**src/rtl/core/lei_pkg.sv**
```systemverilog
`default_nettype none
// ----------------------------------------------------------------------------
// lei_pkg
// shared widths, pipeline stage numbers and the per-stage sideband record
// for the element interpolator
// ----------------------------------------------------------------------------
package lei_pkg;

    localparam int ACC_W    = 52;      // horner accumulator, q.4
    localparam int XI_W     = 21;      // reference coordinate, q.16
    localparam int Q1_BITS  = 20;      // quotient bits of the coordinate divider
    localparam int Q2_BITS  = 32;      // quotient bits of the slope divider
    localparam int REM1_W   = 51;
    localparam int REM2_W   = 64;
    localparam int HORNER_LAT = 3;

    localparam logic [Q1_BITS-1:0] XI_LIMIT = Q1_BITS'(524288);

    // stage numbers, stage 0 is the input capture register
    localparam int ST_PREP = 1;
    localparam int ST_NORM = 2;
    localparam int ST_DIV1 = 3;
    localparam int ST_XI   = ST_DIV1 + Q1_BITS;
    localparam int ST_H2   = ST_XI + HORNER_LAT;
    localparam int ST_H3   = ST_H2 + HORNER_LAT;
    localparam int ST_FIN  = ST_H3 + HORNER_LAT + 1;
    localparam int ST_DIV2 = ST_FIN + 1;
    localparam int ST_OUT  = ST_DIV2 + Q2_BITS;

    typedef struct packed {
        logic                     bad;
        logic                     sat;
        logic [31:0]              d;
        logic signed [34:0]       m;
        logic                     mneg;
        logic                     ovf1;
        logic [REM1_W-1:0]        rem1;
        logic [Q1_BITS-1:0]       q1;
        logic signed [XI_W-1:0]   xi;
        logic signed [ACC_W-1:0]  p0;
        logic signed [ACC_W-1:0]  p1;
        logic signed [ACC_W-1:0]  p2;
        logic signed [ACC_W-1:0]  p3;
        logic signed [ACC_W-1:0]  p3x3;
        logic signed [ACC_W-1:0]  p2x2;
        logic signed [ACC_W-1:0]  du;
        logic [31:0]              value;
        logic                     dneg;
        logic                     ovf2;
        logic [REM2_W-1:0]        rem2;
        logic [Q2_BITS-1:0]       q2;
        logic [31:0]              slope;
    } lei_side_t;

endpackage
`default_nettype wire

```
**src/rtl/core/lei_horner_step.sv**
```systemverilog
`default_nettype none
// ----------------------------------------------------------------------------
// lei_horner_step
// one horner step, res = round(acc * xi / 2^16) + coef, three stages:
// split multiply, partial product sum, rounding and coefficient add
// ----------------------------------------------------------------------------
module lei_horner_step (
    input  wire logic                                clk,
    input  wire logic                                en,
    input  wire logic signed [lei_pkg::ACC_W-1:0]    acc,
    input  wire logic signed [lei_pkg::XI_W-1:0]     xi,
    input  wire logic signed [lei_pkg::ACC_W-1:0]    coef,
    output logic signed [lei_pkg::ACC_W-1:0]         res
);

    logic signed [26:0]                 lo_op;
    logic signed [25:0]                 hi_op;
    logic signed [47:0]                 lo_next;
    logic signed [46:0]                 hi_next;
    logic signed [47:0]                 lo_reg;
    logic signed [46:0]                 hi_reg;
    logic signed [lei_pkg::ACC_W-1:0]   coef_a_reg;
    logic [72:0]                        prod_next;
    logic [72:0]                        prod_reg;
    logic signed [lei_pkg::ACC_W-1:0]   coef_b_reg;
    logic [72:0]                        rnd;
    logic signed [lei_pkg::ACC_W-1:0]   res_next;
    logic signed [lei_pkg::ACC_W-1:0]   res_reg;

    assign lo_op   = {1'b0, acc[25:0]};
    assign hi_op   = acc[51:26];
    assign lo_next = lo_op * xi;
    assign hi_next = hi_op * xi;

    assign prod_next = {hi_reg, 26'd0} + {{25{lo_reg[47]}}, lo_reg};

    // ties away from zero: add half, less one when negative, then floor
    assign rnd      = prod_reg + 73'd32768 - {72'd0, prod_reg[72]};
    assign res_next = $signed(rnd[67:16]) + coef_b_reg;

    always_ff @(posedge clk)
    begin
        if (en)
        begin
            lo_reg     <= lo_next;
            hi_reg     <= hi_next;
            coef_a_reg <= coef;
            prod_reg   <= prod_next;
            coef_b_reg <= coef_a_reg;
            res_reg    <= res_next;
        end
    end

    assign res = res_reg;

endmodule
`default_nettype wire

```
**config.mk**
```make
export PLATFORM = sky130hd
export DESIGN_NAME = lei_horner_step
export DESIGN_NICKNAME = d
export VERILOG_FILES = /design/src/rtl/core/lei_pkg.sv /design/src/rtl/core/lei_horner_step.sv
export SDC_FILE = /design/constraint.sdc
export NUM_CORES = 2
export LEC_CHECK = 0
export ABC_AREA = 0
export BUFFER_PORTS_ARGS = -buffer_cell sky130_fd_sc_hd__buf_4
export CAP_MARGIN = 15
export CORE_UTILIZATION = 54
export CTS_BUF_LIST = sky130_fd_sc_hd__clkbuf_4 sky130_fd_sc_hd__clkbuf_8
export CTS_CLUSTER_SIZE = 14
export DETAILED_ROUTE_END_ITERATION = 10
export GPL_ROUTABILITY_DRIVEN = 0
export PLACE_DENSITY = 0.71
export SYNTH_ARGS = -nofsm -noshare
export SYNTH_HDL_FRONTEND = slang
export SYNTH_SLANG_ARGS = --single-unit
export TNS_END_PERCENT = 5
```
**constraint.sdc**
```tcl
create_clock -name clk -period 14.09 [get_ports clk]
set_input_delay 0.7045 -clock clk [delete_from_list [all_inputs] [get_ports clk]]
set_output_delay 0.7045 -clock clk [all_outputs]
set_load 0.01 [all_outputs]
```
# Yosys cells after proc, flatten, opt, wreduce, memory -nomap -nowiden
# Cells that the tools add are included.
[totals] reg_bits=324 output_inout_bits=52 wordCells=12
[classes] add_sub_neg=4 multipliers=2
[ops] op="73-bit adder" n=1
[ops] op="68-bit by 16-bit adder with 68-bit output (second input constant)" n=1
[ops] op="68-bit by 1-bit subtractor with 68-bit output" n=1
[ops] op="52-bit adder" n=1
[ops] op="27-bit by 21-bit multiplier with 48-bit output" n=1
[ops] op="26-bit by 21-bit multiplier with 47-bit output" n=1

# Depth between registers and ports, before layout
[depth] word_depth=3 ltp_mapped=29 ltp_nobuf=27

# Worst setup path before layout
# No wires, ideal clock.
[synth_path] path_type="input port to flip-flop" startpoint="in xi[6] in the netlist's numbering" endpoint="reg lo_reg[46] (data pin)" setup_time_ns=0.273 arrival_ns=7.141 required_ns=13.817 path_slack_ns=6.676 path_stages=26 path_cell_list="clkbuf_1 clkbuf_1 nand2_1 fa_1 fa_1 fa_1 inv_1 fa_1 fa_1 fa_1 inv_1 fa_1 inv_1 ha_1 buf_6 a21o_1 a21oi_2 o21ai_1 a211oi_2 o21ai_2 o21ai_2 a21oi_1 a221o_1 a311o_1 mux2_4 o2111ai_2"
[synth_between] elab_chain_cells=1
[synth_lines] item="from (decl)" line="lei_horner_step.sv:11" source="input wire logic signed [lei_pkg::XI_W-1:0] xi,"
[synth_lines] item="27-bit by 21-bit multiplier with 48-bit output" line="lei_horner_step.sv:32" source="assign lo_next = lo_op * xi;"
[synth_lines] item="via lo_next[46]" line="lei_horner_step.sv:18" source="logic signed [47:0] lo_next;"
[synth_lines] item="to (signal assigned)" line="lei_horner_step.sv:45" source="lo_reg <= lo_next;"
[synth_lines] item="to (decl)" line="lei_horner_step.sv:20" source="logic signed [47:0] lo_reg;"
# The timed path passes the listed nets, and every way through them passes these cells.
# A chain may end at the register's enable or synchronous reset.

# Worst setup path after layout
[layout_path] startpoint="in xi[0] in the netlist's numbering" endpoint="reg lo_reg[43] (data pin)"
# The elaborated chain is that of the path after synthesis.

==> results.md <==
- Die width: 323 um
- Die ar.: 104000 um2
- Synth top area share: 36.4%
- TritonCTS clock tree: built
- Compound-Gate Fraction of Synth Area: 8.21%
- Cell mode on critical path: fa_1
- Global-route wire length before repair: 219 mm
- Post-DRT Antenna Nets: 0
- Synth Area in Adders: 47.0%
- Main synth FF type: edfxtp_1
- Final Cycle Share: 54.3%
- Rows: 117
- Starting density of the core: 54.6%
- WP data required: 14.49 ns
- Worst-path fanout max: 51
- Achievable Freq: 131 MHz
- Final Setup Violations: 0
- Synth Instances: 5804
- Critical Path Source Type: primary input
- CP max-delay cell: fa_1
- Post-cts sizing count: 0
- Largest net degree at the start of global routing: 108
- Flops & latches, synth: 320
- CORE AREA: 102000 um2
- Number of fill cells: 8907
- Final-report max-slew violation count: 0
- Nets: 7400
- Post-synth top area cell: fa_1
- Area contributors post-synth: fa_1, edfxtp_1, ha_1
- Synth Area in Simple Gates: 13.6%
- XOR/XNOR share of the synthesized area: 3.63%
- Largest family of logic cells by synthesized area: adder cells
- Max Cap Viol: 0
- Hold WS: 0.212 ns
- DIE HEIGHT: 323 um
- DRT Pass-1 Iters: 7
- Drt drc: 0
- Vias/cell: 5.47
- Syn_area_per_cell: 9.58 um2
- Post-synth EDFFs: 320
- CTS sink cnt: 320
- Crit. End Element: flip-flop
- Top Ports: 179
- Status: complete, no violations
- Critical path type: in -> reg
- Non-filler cells, final: 7197
- Skew-Pair Late Insertion Delay: 0.67 ns
- Final WL: 133 mm
- Inst Count DP: 7106
- Wire per inst: 18.5 um
- Worst slew pin tran: 1.02 ns
- Met2 GRT Util: 43.3%
- Net Count, Synth: 7412
- Final TNS setup: 0 ns
- Worst slew margin: 31.9%
- Worst Hold Class: in -> reg
- RSZ-0062 raised after global routing: false
- Register Area: 9610 um2
- Arrival @ worst endpoint: 8.06 ns
- Initial antenna violation count: 3
- Max reg flops: 69
- Register area share after synthesis: 17.3%
- Aggregate global-route resource usage: 26.7%
- 1st-iter DRT viols: 2482
- Met1 usage: 35.6%
- P&R area growth vs syn: 5.80%
- Clk root buf: clkbuf_8
- Post-CTS setup buffer count: 0
- Grt peak-use layer: met2
- CTS H-tree depth: 2
- Number of synthesis warnings: 0
- IO Port Bufs: 178
- Async set-reset flop share out of synthesis: 0%
- Vias in the first global route: 42.4k
- Clock buffer depth: 3
- Hold_buf cts: 0
- Final Hold Viols: 0
- Clock transition at path regs: 0.06 ns
- Multi-input logic area: 40300 um2
- CP max stage delay: 0.57 ns
- Met3 GRT Util: 5.89%
- Synth cell types: 78
- Minimum clock period: 7.65 ns
- Grt total ovfl: 0
- Layout cell share with drive strength beyond 1: 5.27%
- Post-synthesis mux area share: 0.0450%
- CTS Buf Count: 52
- Clock skew: 0.0362 ns
- Placed wire-length estimate: 100 mm
- Mapped Area: 55600 um2
- Via count of the routed design: 39.4k
-- cells in the mapped netlist (all sizes together), types with 8 or more instances --
cell / number
a211oi: 24
a21o: 125
a21oi: 226
a31oi: 34
a41oi: 8
and2: 443
and3: 20
clkbuf: 245
edfxtp: 320
fa: 1010
ha: 471
inv: 1260
nand2: 716
nand2b: 62
nand3: 50
nand4: 26
nor2: 135
nor2b: 37
nor3: 27
o211ai: 17
o21a: 30
o21ai: 129
o21bai: 37
o31ai: 8
or3: 10
xnor2: 162
xor2: 66
-- worst paths after layout --
path	start	end	slack (ns)	depth (start not counted)
setup / recovery	xi[0]	lo_reg[43]$_DFFE_PP_	6.44	27
hold / removal	coef[44]	coef_a_reg[44]$_DFFE_PP_	0.21	1
setup reg to reg	prod_reg[1]$_DFFE_PP_	res[51]$_DFFE_PP_	8.01	23
hold reg to reg	lo_reg[0]$_DFFE_PP_	prod_reg[0]$_DFFE_PP_	0.41	0
-- critical path: cells and delay by family --
family                   cells  cell delay [ns]
AO/OA/AOI/OAI               10             2.25
XOR/XNOR                     1             0.10
adder cells (fa/ha/maj)      8             3.87
buffers and inverters        7             0.89
AND/OR/NAND/NOR              1             0.18
-- metrics by stage --
stage / cell area [um2] / util, % / setup WS (ns)
after global placement: 57700 / 56.7 / 5.98
after detailed placement: 57700 / 56.7 / 5.89
final: 58800 / 57.7 / 6.44
after floorplan: 55600 / - / 6.68
after CTS: 58800 / 57.7 / 6.65
after global routing: 58800 / 57.7 / 6.18
-- layout by cell type, fill, tap and decap left out, types with 135 or more instances in the layout --
master	Yosys	layout
nand2_1	716	716
buf_4	0	185
ha_1	471	471
nor2_1	135	135
a21oi_1	216	216
fa_1	1010	1010
xnor2_1	162	162
inv_1	1260	1260
edfxtp_1	320	320
and2_1	443	443
-- metal layers --
metal,vias up,part of all wire [%],wire length [um]
met5,-,0.0067,9
met4,2,3.4,4480
met3,253,8.8,11700
met2,1468,46,61000
met1,19800,42,56300
li1,17900,-,-
-- cells by family after synthesis --
kind of cell / after synthesis
AO/OA/AOI/OAI: 701
XOR/XNOR: 229
adder cells (fa/ha/maj): 1481
buffers and inverters: 1512
flip-flops: 320
multiplexers: 2
AND/OR/NAND/NOR: 1559
-- cell type report --
class | count | area share, %
tap | 1368 | 2.91
timing repair buffer | 186 | 2.39
antenna | 2 | 0.00851
inverter | 1260 | 8.04
clock buffer | 69 | 1.46
sequential | 320 | 16.3
multi-input combinational | 3972 | 68.5
clock inverter | 20 | 0.353
Power is not shown: default switching activity piles up to over one toggle a cycle in this logic, so the estimate is an artifact.
